**src/rtl/core/crld_pkg.sv**
```systemverilog
// ----------------------------------------------------------------------------
// crld_pkg
// Types, register indexes and helper functions for the coefficient decoder.
// ----------------------------------------------------------------------------
package crld_pkg;

   localparam int unsigned CSR_DATA_W  = 5;
   localparam int unsigned CSR_INDEX_W = 2;
   localparam int unsigned COEF_LAST   = 63;
   localparam int unsigned ZRL_SKIP    = 16;
   localparam int unsigned BLOCK_SIZE  = 64;

   typedef enum logic [CSR_INDEX_W-1:0] {
      CSR_LUMA_BLOCKS = 2'd0,
      CSR_CB_BLOCKS   = 2'd1,
      CSR_CR_BLOCKS   = 2'd2,
      CSR_COLOUR_MODE = 2'd3
   } csr_index_type;

   typedef enum logic [1:0] {
      COMP_LUMA = 2'd0,
      COMP_CB   = 2'd1,
      COMP_CR   = 2'd2
   } comp_type;

   typedef struct packed {
      logic [7:0]  symbol;
      logic [14:0] extra_bits;
   } req_word_type;

   typedef struct packed {
      logic [5:0]         coef_index;
      logic signed [15:0] coef_value;
      logic               coef_write;
      logic [5:0]         block_number;
      logic [1:0]         component;
      logic               block_done;
      logic               mcu_done;
      logic               position_overflow;
      logic               next_is_dc;
      logic [1:0]         next_component;
   } rsp_word_type;

   function automatic logic [4:0] clamp_count(input logic [4:0] n, input logic [4:0] max_n);
      logic [4:0] r;
      r = n;
      if (n == 5'd0) begin
         r = 5'd1;
      end else if (n > max_n) begin
         r = max_n;
      end
      return r;
   endfunction

   function automatic logic [15:0] class_value(input logic [3:0] s, input logic [14:0] bits);
      logic [15:0] mask;
      logic [15:0] v;
      logic [15:0] r;
      mask = (16'd1 << s) - 16'd1;
      v    = {1'b0, bits} & mask;
      if (s == 4'd0) begin
         r = 16'd0;
      end else if (v[s - 4'd1]) begin
         r = v;
      end else begin
         r = v - mask;
      end
      return r;
   endfunction

endpackage

```
**src/rtl/core/crld_if.sv**
```systemverilog
// ----------------------------------------------------------------------------
// crld_req_if / crld_rsp_if
// Valid/ready channels for symbol words in and coefficient words out.
// ----------------------------------------------------------------------------
interface crld_req_if import crld_pkg::*; ();
   logic         valid;
   logic         ready;
   req_word_type payload;

   modport source (output valid, output payload, input ready);
   modport sink (input valid, input payload, output ready);
endinterface

interface crld_rsp_if import crld_pkg::*; ();
   logic         valid;
   logic         ready;
   rsp_word_type payload;

   modport source (output valid, output payload, input ready);
   modport sink (input valid, input payload, output ready);
endinterface

```
**src/rtl/core/jpeg_coefficient_run_length_decoder.sv**
```systemverilog
// ----------------------------------------------------------------------------
// jpeg_coefficient_run_length_decoder
// Baseline DC/AC coefficient decode: DC prediction, run/size expansion,
// block and MCU tracking.
//
//   channel  dir  contents
//   req_ch   in   symbol, extra_bits
//   rsp_ch   out  coefficient index/value, block and MCU status, next table
//   csr_*    in   luma/Cb/Cr block counts, colour mode
//
// One word accepted per cycle while the result register is free or being taken;
// each yields one result word, registered and offered in the next cycle. The DC add
// and the position increment sit between state and the result register. Reset clears
// predictors and position, expects DC of block 0. A full result register not taken
// stalls req_ch; taking it frees the slot in the same cycle.
// ----------------------------------------------------------------------------
module jpeg_coefficient_run_length_decoder import crld_pkg::*; #(
   parameter int unsigned MAX_BLOCKS_PER_COMPONENT = 16
) (
   input  logic                   clock,
   input  logic                   reset,
   crld_req_if.sink               req_ch,
   crld_rsp_if.source             rsp_ch,
   input  logic                   csr_write_enable,
   input  logic [CSR_INDEX_W-1:0] csr_index,
   input  logic [CSR_DATA_W-1:0]  csr_data
);

   localparam logic [4:0] MAX_CNT = 5'(MAX_BLOCKS_PER_COMPONENT);

   logic [4:0]   luma_blocks_ff;
   logic [4:0]   cb_blocks_ff;
   logic [4:0]   cr_blocks_ff;
   logic         colour_mode_ff;

   logic [15:0]  dc_pred_ff [3];
   logic [15:0]  dc_pred_in;
   logic [5:0]   coef_position_ff;
   logic [5:0]   coef_position_in;
   logic         expect_dc_ff;
   logic         expect_dc_in;
   logic [5:0]   block_in_mcu_ff;
   logic [5:0]   block_in_mcu_in;

   rsp_word_type rsp_ff;
   rsp_word_type rsp_in;
   logic         rsp_valid_ff;

   logic         req_fire;
   logic [4:0]   luma_cnt;
   logic [4:0]   cb_cnt;
   logic [4:0]   cr_cnt;
   logic [5:0]   total_blocks;
   logic [1:0]   comp;
   logic [3:0]   dc_class;
   logic [3:0]   run;
   logic [3:0]   size;
   logic [6:0]   new_pos;
   logic         done;
   logic [6:0]   blk_inc;

   function automatic logic [1:0] comp_of(input logic [5:0] b, input logic colour,
                                          input logic [4:0] l, input logic [4:0] c);
      logic [1:0] r;
      if (!colour || (b < {1'b0, l})) begin
         r = COMP_LUMA;
      end else if (b < ({1'b0, l} + {1'b0, c})) begin
         r = COMP_CB;
      end else begin
         r = COMP_CR;
      end
      return r;
   endfunction

   assign req_ch.ready = !rsp_valid_ff || rsp_ch.ready;
   assign req_fire     = req_ch.valid && req_ch.ready;
   assign rsp_ch.valid   = rsp_valid_ff;
   assign rsp_ch.payload = rsp_ff;

   assign luma_cnt     = clamp_count(luma_blocks_ff, MAX_CNT);
   assign cb_cnt       = clamp_count(cb_blocks_ff, MAX_CNT);
   assign cr_cnt       = clamp_count(cr_blocks_ff, MAX_CNT);
   assign total_blocks = colour_mode_ff ? ({1'b0, luma_cnt} + {1'b0, cb_cnt} + {1'b0, cr_cnt})
                                        : {1'b0, luma_cnt};

   assign comp     = comp_of(block_in_mcu_ff, colour_mode_ff, luma_cnt, cb_cnt);
   assign dc_class = (|req_ch.payload.symbol[7:4]) ? 4'hF : req_ch.payload.symbol[3:0];
   assign run      = req_ch.payload.symbol[7:4];
   assign size     = req_ch.payload.symbol[3:0];
   assign new_pos  = {1'b0, coef_position_ff} + {3'd0, run} + 7'd1;
   assign blk_inc  = {1'b0, block_in_mcu_ff} + 7'd1;

   always_comb begin
      rsp_in           = '0;
      dc_pred_in       = dc_pred_ff[comp] + class_value(dc_class, req_ch.payload.extra_bits);
      coef_position_in = coef_position_ff;
      expect_dc_in     = expect_dc_ff;
      block_in_mcu_in  = block_in_mcu_ff;
      done             = 1'b0;

      rsp_in.block_number = block_in_mcu_ff;
      rsp_in.component    = comp;

      if (expect_dc_ff) begin
         rsp_in.coef_write = 1'b1;
         rsp_in.coef_value = dc_pred_in;
         coef_position_in  = '0;
         expect_dc_in      = 1'b0;
      end else if ((size == 4'd0) && (run == 4'd0)) begin
         done = 1'b1;
      end else if (new_pos > 7'(COEF_LAST)) begin
         rsp_in.position_overflow = 1'b1;
         done                     = 1'b1;
      end else begin
         coef_position_in = new_pos[5:0];
         if (size != 4'd0) begin
            rsp_in.coef_write = 1'b1;
            rsp_in.coef_index = new_pos[5:0];
            rsp_in.coef_value = class_value(size, req_ch.payload.extra_bits);
            done              = (new_pos == 7'(COEF_LAST));
         end
      end

      if (done) begin
         coef_position_in = '0;
         expect_dc_in     = 1'b1;
         if (blk_inc >= {1'b0, total_blocks}) begin
            rsp_in.mcu_done = 1'b1;
            block_in_mcu_in = '0;
         end else begin
            block_in_mcu_in = blk_inc[5:0];
         end
      end

      rsp_in.block_done     = done;
      rsp_in.next_is_dc     = expect_dc_in;
      rsp_in.next_component = comp_of(block_in_mcu_in, colour_mode_ff, luma_cnt, cb_cnt);
   end

   always_ff @(posedge clock) begin
      if (reset) begin
         luma_blocks_ff   <= 5'd1;
         cb_blocks_ff     <= 5'd1;
         cr_blocks_ff     <= 5'd1;
         colour_mode_ff   <= 1'b0;
         dc_pred_ff[0]    <= '0;
         dc_pred_ff[1]    <= '0;
         dc_pred_ff[2]    <= '0;
         coef_position_ff <= '0;
         expect_dc_ff     <= 1'b1;
         block_in_mcu_ff  <= '0;
         rsp_valid_ff     <= 1'b0;
      end else begin
         if (csr_write_enable) begin
            case (csr_index_type'(csr_index))
               CSR_LUMA_BLOCKS: luma_blocks_ff <= csr_data;
               CSR_CB_BLOCKS:   cb_blocks_ff   <= csr_data;
               CSR_CR_BLOCKS:   cr_blocks_ff   <= csr_data;
               CSR_COLOUR_MODE: colour_mode_ff <= csr_data[0];
               default: ;
            endcase
         end
         if (req_fire) begin
            if (expect_dc_ff) begin
               dc_pred_ff[comp] <= dc_pred_in;
            end
            coef_position_ff <= coef_position_in;
            expect_dc_ff     <= expect_dc_in;
            block_in_mcu_ff  <= block_in_mcu_in;
            rsp_valid_ff     <= 1'b1;
         end else if (rsp_ch.ready) begin
            rsp_valid_ff <= 1'b0;
         end
      end
   end

   always_ff @(posedge clock) begin
      if (req_fire) begin
         rsp_ff <= rsp_in;
      end
   end

   a_dc_then_ac: assert property (@(posedge clock) disable iff (reset)
      req_fire && expect_dc_ff |=> !expect_dc_ff)
      else $error("DC word did not move to AC phase");

   a_dc_at_zero: assert property (@(posedge clock) disable iff (reset)
      expect_dc_ff |-> coef_position_ff == '0)
      else $error("position not cleared while expecting DC");

   a_mcu_wrap: assert property (@(posedge clock) disable iff (reset)
      req_fire && rsp_in.mcu_done |=> block_in_mcu_ff == '0 && expect_dc_ff)
      else $error("block counter not wrapped at end of MCU");

   a_ovf_no_write: assert property (@(posedge clock) disable iff (reset)
      rsp_valid_ff && rsp_ff.position_overflow |-> !rsp_ff.coef_write && rsp_ff.block_done)
      else $error("overflow word carries a write or leaves block open");

   a_done_next_dc: assert property (@(posedge clock) disable iff (reset)
      rsp_valid_ff && rsp_ff.block_done |-> rsp_ff.next_is_dc)
      else $error("block end without DC expectation");

endmodule

```
**src/flat_wrapper.sv**
```systemverilog
// flat-port wrapper written by rule: the top's interface ports become plain ports
module jpeg_coefficient_run_length_decoder_flat import crld_pkg::*;
#(
   parameter int unsigned MAX_BLOCKS_PER_COMPONENT = 16
)
  (clock, reset, csr_write_enable, csr_index, csr_data, req_ch_valid, req_ch_payload, req_ch_ready, rsp_ch_valid, rsp_ch_payload, rsp_ch_ready);
  crld_req_if req_ch_i ();
  crld_rsp_if rsp_ch_i ();
  input  logic clock;
  input  logic reset;
  input  logic csr_write_enable;
  input  logic [CSR_INDEX_W-1:0] csr_index;
  input  logic [CSR_DATA_W-1:0] csr_data;
  input wire logic [$bits(req_ch_i.valid)-1:0] req_ch_valid;
  input wire logic [$bits(req_ch_i.payload)-1:0] req_ch_payload;
  output wire logic [$bits(req_ch_i.ready)-1:0] req_ch_ready;
  output wire logic [$bits(rsp_ch_i.valid)-1:0] rsp_ch_valid;
  output wire logic [$bits(rsp_ch_i.payload)-1:0] rsp_ch_payload;
  input wire logic [$bits(rsp_ch_i.ready)-1:0] rsp_ch_ready;
  assign req_ch_i.valid = req_ch_valid;
  assign req_ch_i.payload = req_ch_payload;
  assign req_ch_ready = req_ch_i.ready;
  assign rsp_ch_valid = rsp_ch_i.valid;
  assign rsp_ch_payload = rsp_ch_i.payload;
  assign rsp_ch_i.ready = rsp_ch_ready;
  jpeg_coefficient_run_length_decoder #(.MAX_BLOCKS_PER_COMPONENT(MAX_BLOCKS_PER_COMPONENT)) u_core (.clock(clock), .reset(reset), .req_ch(req_ch_i), .rsp_ch(rsp_ch_i), .csr_write_enable(csr_write_enable), .csr_index(csr_index), .csr_data(csr_data));
endmodule
```
**config.mk**
```make
export PLATFORM = sky130hd
export DESIGN_NAME = jpeg_coefficient_run_length_decoder_flat
export DESIGN_NICKNAME = d
export VERILOG_FILES = /design/src/rtl/core/crld_pkg.sv /design/src/rtl/core/crld_if.sv /design/src/rtl/core/jpeg_coefficient_run_length_decoder.sv /design/src/flat_wrapper.sv
export SDC_FILE = /design/constraint.sdc
export NUM_CORES = 1
export LEC_CHECK = 0
export BUFFER_PORTS_ARGS = -buffer_cell sky130_fd_sc_hd__buf_4
export CAP_MARGIN = 20
export CORE_UTILIZATION = 45
export CTS_CLUSTER_DIAMETER = 150
export DETAILED_ROUTE_END_ITERATION = 16
export SLEW_MARGIN = 10
export SYNTH_ARGS = -nofsm -noshare
export SYNTH_HDL_FRONTEND = slang
export SYNTH_SLANG_ARGS = --single-unit
```
**constraint.sdc**
```tcl
create_clock -name clock -period 13.2 [get_ports clock]
set_input_delay 0.66 -clock clock [delete_from_list [all_inputs] [get_ports clock]]
set_output_delay 0.66 -clock clock [all_outputs]
set_load 0.02 [all_outputs]
```
# Word-level counts from Yosys, hierarchy flattened
# Memory sizes are Yosys's and may differ from the RTL's.
# Index checks and enable logic that the tools add are counted.
[word_totals] ff_bits=67 ramBits=48 mem_count=1
[memory_table] memory="u_core.dc_pred_ff" depth=3 width=16 rd=1 rd_clocked_by_memory_dff=0 wr=3 line_no="jpeg_coefficient_run_length_decoder.sv:36" text="logic [15:0] dc_pred_ff [3];"
[classes] n_addsub=12 n_lt_le_gt_ge=11 eq_ne=6 shifts=2 n_mux=47 bitwise=3 reduce_logical=25
[ops] operator="$mux 16" n=5
[ops] operator="$mux 17" n=4
[ops] operator="$mux 6" n=7
[ops] operator="$and 15x16->16" n=2
[ops] operator="$shl 1x4->16 const A" n=2
[ops] operator="$sub 16x1->16 const B" n=2
[ops] operator="$sub 16x16->16" n=2
[ops] operator="$mux 5" n=6
[ops] operator="$mux 1" n=18
[ops] operator="$add 16x16->16" n=1
[ops] operator="$reduce_or 16->1" n=1
[ops] operator="$gt 5x5->1 const B" n=3
[ops] operator="$logic_not 5->1" n=3
[ops] operator="$logic_not 4->1" n=3
[ops] operator="$lt 6x5->1" n=2
[ops] operator="$lt 6x6->1" n=2
[ops] operator="$lt 4x5->1 const B" n=2
[ops] operator="$bmux 1 s4" n=2
[ops] operator="$mux 2" n=4
[ops] operator="$reduce_and 2->1" n=4
[ops] operator="$reduce_or 4->1" n=2
[ops] operator="$sub 4x1->4 const B" n=2
[ops] operator="$add 6x1->7 const B" n=1
[ops] operator="$add 6x4->7" n=1
[ops] operator="19 further kinds" n=25

# Depth between registers and ports, before layout
# Gate-level depths: netlist of run 1.
[depth] ltp_word=11 mapped_depth=32

# Least setup slack after synthesis of run 1
# Ideal clock, no wire load.
[synth_timing] path_type="in2reg" start="input req_ch_payload[19]" end="register u_core.rsp_ff (netlist bit u_core.rsp_ch.payload[29]) (data pin)" setup_time_ns=0.272 arrival_time_ns=7.211 slack_ns=5.717 stages=31 n_path_buf=5 cell_sequence="nor4_2 > buf_2 > nand2_1 > inv_1 > ha_1 > clkbuf_1 > and3_1 > clkbuf_1 > inv_1 > ha_1 > clkbuf_1 > nor3b_1 > nand2b_1 > o32a_1 > or4b_2 > a31oi_1 > a21oi_1 > clkbuf_1 > xnor2_1 > nor2_1 > ha_1 > fa_1 > a21o_1 > a21oi_1 > o21ai_0 > a31oi_1 > o2111a_1 > o21bai_1 > a21oi_1 > xor2_1 > o211ai_1"
[synth_rtl] element="start, declared" line_no="flat_wrapper.sv:15" text="input wire logic [$bits(req_ch_i.payload)-1:0] req_ch_payload;"
[synth_rtl] element="end signal, assigned" line_no="jpeg_coefficient_run_length_decoder.sv:179" text="rsp_ff <= rsp_in;"
[synth_rtl] element="end, declared" line_no="jpeg_coefficient_run_length_decoder.sv:45" text="rsp_word_type rsp_ff;"

==> results.yml, run 1 <==
synth:
  synth_top_flop_cell: "edfxtp_1"
  synth-seq-area-share_pct: 32.9
  synth_nets: 1233
  syn-cell-area_mm2: 0.00950
  yosys_warnings: 0
  ys_types: 79
  syn_inst: 1126
  synth-edff-count: 84
  avgSynthCellArea_um2: 8.44
  ys_ff_latch: 114
  synthArstFlopShare_pct: 0
final_layout:
  fin_cells: 1449
  drive_gt1_share_pct: 12.3
  nNetsFinal: 1273
  fin_util_pct: 52.9
  diodes: 0
  fillers: 1982
  regArea_mm2: 0.00312
  mostFrequentLayoutCells: "nor2_1, nand2_1, edfxtp_1, buf_4, o21ai_0"
  area_delta_synth_final_pct: 14.1
  multiInputGateArea_mm2: 0.00593
  final_common_cell: "nor2_1"
  final_cell_area_mm2: 0.0108
sta:
  finalCritPeriodShare_pct: 62.9
  finClkSkew_ns: 0.0138
  worst_pin_slew_ns: 1.16
  drv_slew: 0
  rsz0062_at_grt: "no"
  hold_violations: 0
  finalSetupViolations: 0
  period_needed_ns: 8.31
  timing.fmax_mhz: 120
  setup_tns_ns: 0
  slew_headroom_pct: 22.0
worst_hold_path:
  min_path_type: "primary input to flop"
  hold_depth: 3
  worstHoldStart: "csr_data[0]"
  worstHoldEndpoint: "u_core.cb_blocks_ff[0]"
drt:
  num_vias: 8761
  wirelength_mm: 29.1
  routedWlPerCell_um: 20.1
  dr.pass1.iters: 7
  first_iter_violations: 690
  postRouteAntennaNets: 0
  drcViolationCount: 0
  vias_per_cell: 6.05
grt:
  grt_overflow_total: 0
  grt_max_degree: 41
  antenna_found_initial: 0
  first_global_vias: 8182
  track_usage_pct: 27.0
  grt_pass1_wl_mm: 45.1
cts:
  clock_latency_ns: 0.42
  cts-hold-fix-buffers: 0
  cts-root-buf: "clkbuf_16"
  post_cts.repair.setup_buffers: 0
  cts_buffer_depth: 2
  cts_buffers: 17
  cts_tree: "built"
  cts.clk_slew.worst_paths_ns: 0.07
  cts_sinks: 114
  post_cts_resized: 0
  htree_levels: 4
power:
  power_density_mw_per_mm2: 116
  fin_total_pwr_mw: 1.26
  vdd_drop_max_mv: 0.102
  leakage_nw: 4.53
floorplanning:
  rows: 52
  dieArea_mm2: 0.0217
  dieHeight_um: 147
  die_w_um: 147
  start_util_pct: 46.3
  io_pins: 74
  coreArea_mm2: 0.0205
critical_path:
  timing.rr.start: "u_core.luma_blocks_ff[1]"
  cp_slowest_stage_delay_ns: 0.63
  worstReg2RegEnd: "u_core.rsp_ch.payload[28]"
  cp_slowest_cell: "and3_1"
  crit_fanout: 17
  worstSetupPathType: "primary input to flop"
  crit_path_end_kind: "flop"
  arrival_ns: 8.48
  worst-r2r-setup-slack_ns: 6.88
  startpoint_type: "primary input"
  reg2reg_depth: 24
  cp.required_ns: 13.37
placement:
  port_buffers: 73
  globalplace.congestion: 0.944
  dp_hpwl_mm: 21.5
  dp.cells: 1417
  placed_cell_area_mm2: 0.0102
run:
  maxCapViolCount: 0
run_status:
  outcome: "completed"
## final cells by class
type | instances | area share (%)
Clock buffer | 17 | 3.93
Clock inverter | 15 | 1.80
Inverter | 57 | 1.97
Multi-Input combinational cell | 895 | 54.8
Sequential cell | 114 | 28.8
Tap cell | 270 | 3.12
Timing Repair Buffer | 81 | 5.61
## kinds of logic after synthesis
group,count (synthesis),share of synthesized area [%]
flops,114,32.9
xor+xnor,40,3.83
simple gates,435,22.4
buf+inv,117,4.74
mux,48,5.12
fa+ha+maj,72,9.80
compound gates,300,21.2
## synth_stat cells, types with 4 or more instances
master       n  area share (%)
mux2_2       5            0.59
a22oi_1      7            0.55
inv_1       56             2.2
o21ai_0     77             4.1
nor2_1     147             5.8
dfxtp_1     30             6.3
nor3_1      30             1.6
and2_1       8            0.53
o211a_1      5            0.53
or2_2        8            0.53
or4_1        4            0.32
o22ai_1      6            0.40
nand2_1     90             3.6
nand4_1     12            0.79
nand3b_1     4            0.32
nand2b_1    14            0.92
and3_1      20             1.3
clkbuf_1    51             2.0
o21bai_1     9            0.71
o2111ai_1    4            0.37
o211ai_1    18             1.4
o21a_1      13             1.0
or3_1       11            0.72
edfxtp_1    84              27
nor2b_1     21             1.4
o31ai_1      4            0.32
a41oi_1      5            0.46
fa_1         4            0.84
ha_1        68             9.0
nor3b_1     10            0.79
a21oi_1     61             3.2
a31oi_1     11            0.72
a211oi_1    10            0.79
mux2i_1     43             4.5
xor2_1      17             1.6
o32ai_1      4            0.37
nand3_1     31             1.6
buf_2        6            0.32
xnor2_1     22             2.0
a31o_2       5            0.46
a21o_1      19             1.5
a32oi_1      6            0.55
nor4_1      12            0.79
## critical path, delay by kind of cell
kind | cells | cell delay, ns
AO/OA/AOI/OAI | 12 | 3.53
buffers and inverters | 5 | 1.03
XOR/XNOR | 1 | 0.32
adder cells (fa/ha/maj) | 3 | 1.35
multiplexers | 1 | 0.14
AND/OR/NAND/NOR | 6 | 1.44
## stage by stage
stage | hold slack [ns] | worst slack, ns
after floorplan | 0.436 | 5.72
after global placement | 0.463 | 4.79
after detailed placement | 0.473 | 4.58
after CTS | 0.482 | 5.04
after global routing | 0.499 | 4.28
final | 0.490 | 4.89
## where the power goes
group	internal [mW]	switching, mW
sequential	0.416	0.0122
combinational	0.126	0.219
clock	0.302	0.183
## layer usage
layer / track usage (%) / share of wire (%)
met1: 35.5 / 44
met2: 44.9 / 47
met3: 4.94 / 7.2
met4: 8.61 / 2.1
met5: 0 / 0
## worst max path at each step
stage	slack, ns	cells after the start	endpoint	from
finish	4.89	28	u_core.rsp_ch.payload[28]	req_ch_payload[19]
global route	4.28	26	u_core.rsp_ch.payload[29]	req_ch_payload[19]
CTS	5.04	27	u_core.rsp_ch.payload[28]	req_ch_payload[19]
detailed placement	4.58	27	u_core.rsp_ch.payload[28]	req_ch_payload[19]
global placement	4.79	27	u_core.rsp_ch.payload[29]	req_ch_payload[19]
floorplan	5.72	31	u_core.rsp_ch.payload[29]	req_ch_payload[19]
## sequential cells by signal, indices dropped and copies added, names as in the netlist
signal	cells
u_core.dc_pred_ff	48
u_core.rsp_ch.payload	36
u_core.block_in_mcu_ff	6
u_core.coef_position_ff	6
u_core.cb_blocks_ff	5
u_core.cr_blocks_ff	5
u_core.luma_blocks_ff	5
u_core.colour_mode_ff	1
u_core.expect_dc_ff	1
u_core.rsp_ch.valid	1
Power figures use the tool's default switching activity.
==> run 2: changes to the inputs <==
ABC_AREA = 1   (was not set)
clock period = 8.4 ns   (was 13.2 ns; I/O delays follow)
==> results.yml, run 2 <==
placement:
  dp.cells: 1602
  port_buffers: 73
  dp_hpwl_mm: 20.9
  globalplace.congestion: 0.921
  post-place-ws_ns: 1.94
synth:
  syn_inst: 1289
  avgSynthCellArea_um2: 7.32
  ys_types: 52
  synth_top_area_cell: "edfxtp_1"
  ys_ff_latch: 114
  synth-seq-area-share_pct: 33.1
  synth_area_leaders: "edfxtp_1, nand2_1, ha_1"
  synthArstFlopShare_pct: 0
  synth_nets: 1396
  synth-edff-count: 84
  synth_top_area_share_pct: 26.7
  synth_top_flop_cell: "edfxtp_1"
  yosys_warnings: 0
  syn-cell-area_mm2: 0.00944
  synth.most_common_cell: "nand2_1"
  yosys-top-cells-count: "nand2_1, nor2_1, inv_1"
sta:
  finalCritPeriodShare_pct: 75.7
  setup_ws_ns: 2.04
  finClkSkew_ns: 0.0123
  finalSetupViolations: 0
  timing.fmax_mhz: 157
  period_needed_ns: 6.36
  hold_violations: 0
  setup_tns_ns: 0
  hold_ws_ns: 0.259
  slew_headroom_pct: 35.9
  worst_pin_slew_ns: 0.956
  drv_slew: 0
  rsz0062_at_grt: "no"
grt:
  grt_overflow_total: 0
  first_global_vias: 8330
  grt-busiest-layer: "met2"
  antenna_found_initial: 0
  met3_usage_pct: 3.66
  grt_util_met2_pct: 43.8
  grt_max_degree: 40
  track_usage_pct: 25.8
  grt.met1_usage_pct: 33.6
  grt_pass1_wl_mm: 43.2
critical_path:
  arrival_ns: 6.50
  crit_top_cell: "inv_1"
  startpoint_type: "flop"
  worstSetupPathType: "flop to flop"
  crit_fanout: 14
  cp_slowest_cell: "dfxtp_1"
  crit_path_end_kind: "flop"
  cp_slowest_stage_delay_ns: 0.45
  cp.required_ns: 8.54
floorplanning:
  start_util_pct: 46.2
  rows: 52
  die_w_um: 147
  coreArea_mm2: 0.0204
  io_pins: 74
  dieArea_mm2: 0.0216
  dieHeight_um: 147
drt:
  postRouteAntennaNets: 0
  first_iter_violations: 529
  dr.pass1.iters: 7
  wirelength_mm: 27.1
  drcViolationCount: 0
  vias_per_cell: 5.26
  num_vias: 8591
  routedWlPerCell_um: 16.6
final_layout:
  top_register: "u_core.dc_pred_ff"
  fin_cells: 1634
  fillers: 2066
  mostFrequentLayoutCells: "nand2_1, nor2_1, inv_1, nand3_1, edfxtp_1"
  fin_util_pct: 52.6
  largest_reg_flops: 48
  drive_gt1_share_pct: 12.0
  final_common_cell: "nand2_1"
  nNetsFinal: 1458
  area_delta_synth_final_pct: 13.8
  diodes: 0
cts:
  cts.clk_slew.worst_paths_ns: 0.06
  htree_levels: 4
  cts-hold-fix-buffers: 0
  cts-root-buf: "clkbuf_16"
  post_cts.repair.setup_buffers: 0
  cts_tree: "built"
  post_cts_resized: 0
  cts_buffers: 17
  cts_buffer_depth: 2
  clock_latency_ns: 0.42
  cts_sinks: 114
run_status:
  outcome: "completed"
power:
  vdd_drop_max_mv: 0.147
  power_density_mw_per_mm2: 194
  leakage_nw: 5.26
run:
  maxCapViolCount: 0
worst_hold_path:
  min_path_type: "primary input to flop"
## run 2: cell types whose count changed in the layout (fill, tap and decap cells not counted), sizes merged, moves of 20 or more
cell,before,now
nand2,90,290
inv,63,180
nand3,31,107
nor2,147,191
mux2i,43,0
xor2,17,42
nor2b,21,0
and3,20,0
## run 2: routing by layer
metal  wire (um)  part of all wire (%)
met1       12500                    46
met2       13000                    48
met3        1100                   4.0
met4         510                   1.9
met5           0                     0
## run 2: cell families (layout without fill, tap and decap cells)
group,after synthesis,count (layout),share of synthesized area (%)
compound gates,200,200,12.2
xor+xnor,59,59,5.47
fa+ha+maj,72,72,9.86
buf+inv,211,286,9.25
flops,114,114,33.1
simple gates,633,633,30.2
## run 2: worst paths after layout
check                                to                        from  depth (start not counted)  slack, ns
max            u_core.dc_pred_ff[0][14]    u_core.luma_blocks_ff[4]                         29       2.04
min              u_core.cr_blocks_ff[0]                 csr_data[0]                          3       0.26
max reg2reg    u_core.dc_pred_ff[0][14]    u_core.luma_blocks_ff[4]                         29       2.04
min reg2reg  u_core.coef_position_ff[0]  u_core.coef_position_ff[0]                          2       0.47
## run 2: per-stage QoR
step | instance area [um^2] | power, mW
after global placement | 10100 | 1.36
after global routing | 10700 | 2.19
final | 10700 | 2.08
after CTS | 10700 | 2.09
after detailed placement | 10100 | 1.36
after floorplan | 9440 | 1.16
## run 2: worst max-delay path: cells and delay by family (launching register included)
kind                     cells  cell delay [ns]
buffers and inverters        5             0.71
adder cells (fa/ha/maj)      5             1.55
XOR/XNOR                     2             0.59
AND/OR/NAND/NOR              8             1.03
flip-flops                   1             0.45
AO/OA/AOI/OAI                9             1.76
## run 2: report_power, final
| group | switching [mW] | internal (mW) | total, mW | leakage, nW |
|---|---|---|---|---|
| clock network | 0.257 | 0.469 | 0.726 | 0.282 |
| registers | 0.0219 | 0.667 | 0.689 | 1.10 |
| logic | 0.442 | 0.224 | 0.666 | 3.88 |
## run 2: area by class of cell
type / count / area, um^2 / area share [%]
multi-input combinational: 964 / 5450 / 50.7
clock buffer: 24 / 493 / 4.59
sequential: 114 / 3120 / 29.1
tap: 270 / 338 / 3.15
inverter: 180 / 681 / 6.34
timing repair buffer: 74 / 556 / 5.17
clock inverter: 8 / 100 / 0.932
==> run 3: changes to the inputs <==
PLACE_DENSITY = 0.65   (was not set)
clock period = 5.55 ns   (was 8.4 ns; I/O delays follow)
==> results.yml, run 3 (synthesis results as in run 2) <==
power:
  leakage_nw: 5.39
  vdd_drop_max_mv: 0.221
  power_density_mw_per_mm2: 289
cts:
  cts.clk_slew.worst_paths_ns: 0.06
  cts_sinks: 114
  cts_tree: "built"
  post_cts_resized: 0
  post_cts.repair.setup_buffers: 0
  cts-hold-fix-buffers: 0
  cts_buffers: 17
  clock_latency_ns: 0.43
  cts-root-buf: "clkbuf_16"
  htree_levels: 4
  cts_buffer_depth: 2
grt:
  track_usage_pct: 25.4
  grt_overflow_total: 0
  grt_pass1_wl_mm: 42.8
  grt-busiest-layer: "met2"
  grt_util_met2_pct: 41.9
  antenna_found_initial: 0
  met3_usage_pct: 5.16
  grt.met1_usage_pct: 34.4
  first_global_vias: 8226
  grt_max_degree: 34
critical_path:
  worst-r2r-setup-slack_ns: 0.29
  crit_family: "compound AO/OA/AOI/OAI gates"
  crit_top_cell: "o21ai_0"
  worstReg2RegEnd: "u_core.rsp_ch.payload[1]"
  cp_slowest_stage_delay_ns: 0.38
  timing.rr.start: "u_core.luma_blocks_ff[3]"
  cp.required_ns: 5.73
  crit_path_end_kind: "flop"
  reg2reg_depth: 28
  startpoint_type: "flop"
  crit_fanout: 5
  cp_slowest_cell: "fa_2"
  critical_path_buf_inv_count: 5
  arrival_ns: 5.44
  worstSetupPathType: "flop to flop"
run_status:
  outcome: "completed"
floorplanning:
  rows: 52
  die_w_um: 147
  dieHeight_um: 147
  io_pins: 74
  dieArea_mm2: 0.0216
  coreArea_mm2: 0.0204
  start_util_pct: 46.2
worst_hold_path:
  worstHoldStart: "csr_data[0]"
  min_path_type: "primary input to flop"
  hold_depth: 3
  worstHoldEndpoint: "u_core.cr_blocks_ff[0]"
placement:
  dp.cells: 1625
  port_buffers: 73
  dp_hpwl_mm: 20.6
  globalplace.congestion: 0.919
  post-place-ws_ns: 0.101
final_layout:
  fin_cells: 1657
  largest_reg_flops: 48
  fillers: 2051
  drive_gt1_share_pct: 14.5
  mostFrequentLayoutCells: "nand2_1, nor2_1, inv_1, buf_4, nand3_1"
  fin_util_pct: 53.7
  final_common_cell: "nand2_1"
  diodes: 0
  nNetsFinal: 1481
  area_delta_synth_final_pct: 16.3
  top_register: "u_core.dc_pred_ff"
drt:
  routedWlPerCell_um: 16.0
  wirelength_mm: 26.4
  first_iter_violations: 765
  num_vias: 8763
  dr.pass1.iters: 7
  postRouteAntennaNets: 0
  vias_per_cell: 5.29
  drcViolationCount: 0
sta:
  hold_violations: 0
  setup_tns_ns: 0
  drv_slew: 0
  slew_headroom_pct: 34.9
  finClkSkew_ns: 0.0129
  period_needed_ns: 5.26
  hold_ws_ns: 0.106
  finalCritPeriodShare_pct: 94.8
  timing.fmax_mhz: 190
  finalSetupViolations: 0
  worst_pin_slew_ns: 0.971
  setup_ws_ns: 0.287
run:
  maxCapViolCount: 0
## run 3: cell count changes in the layout (fill, tap and decap cells not counted), sizes merged
cell / previous run / this run
inv: 180 / 187
clkinv: 3 / 4
clkinvlp: 3 / 2
bufinv: 2 / 0
clkbuf: 24 / 19
buf: 74 / 97
## run 3: worst register-to-register path: cells and delay by family, from the launching register on
family / cells / cell delay, ns
fa+ha+maj: 5 / 1.41
buf+inv: 5 / 0.43
simple gates: 7 / 0.93
compound gates: 10 / 1.72
xor+xnor: 1 / 0.23
flops: 1 / 0.30
## run 3: layout make-up
cell class	count	area (um^2)	area share, %
Clock buffer	19	475	4.33
Clock inverter	13	111	1.01
Inverter	180	681	6.20
Multi-Input combinational cell	964	5520	50.3
Sequential cell	114	3120	28.4
Tap cell	270	338	3.08
Timing Repair Buffer	97	728	6.63
## run 3: where the power goes
| part | total (mW) | internal [mW] | switching [mW] | leakage [nW] |
|---|---|---|---|---|
| combinational | 1.06 | 0.376 | 0.681 | 4.00 |
| clock | 1.07 | 0.638 | 0.437 | 0.285 |
| sequential | 1.04 | 1.01 | 0.0351 | 1.10 |
## run 3: worst max path at each step
stage,startpoint,to,slack [ns],depth (start not counted)
3_5_place_dp,u_core.luma_blocks_ff[0],u_core.rsp_ch.payload[29],0.10,30
3_3_place_gp,u_core.luma_blocks_ff[2],u_core.rsp_ch.payload[29],0.17,30
6_report,u_core.luma_blocks_ff[3],u_core.rsp_ch.payload[1],0.29,28
4_1_cts,u_core.luma_blocks_ff[0],u_core.rsp_ch.payload[29],0.02,30
2_1_floorplan,u_core.luma_blocks_ff[1],u_core.rsp_ch.payload[29],0.22,32
5_1_grt,u_core.cb_blocks_ff[0],u_core.rsp_ch.payload[29],-0.04,30
## run 3: routing by layer
| layer | routed length, um | part of all wire (%) | up-vias |
|---|---|---|---|
| met5 | 0 | 0 | - |
| met4 | 282 | 1.1 | 0 |
| met3 | 1610 | 6.1 | 26 |
| met2 | 12500 | 47 | 239 |
| met1 | 12000 | 46 | 4059 |
| li1 | - | - | 4439 |
## run 3: stage by stage
| stage | power [mW] | instance area (um^2) |
|---|---|---|
| 2_1_floorplan | 1.75 | 9440 |
| 3_3_place_gp | 2.07 | 10300 |
| 3_5_place_dp | 2.08 | 10300 |
| 4_1_cts | 3.16 | 10900 |
| 5_1_grt | 3.35 | 11000 |
| 6_report | 3.18 | 11000 |
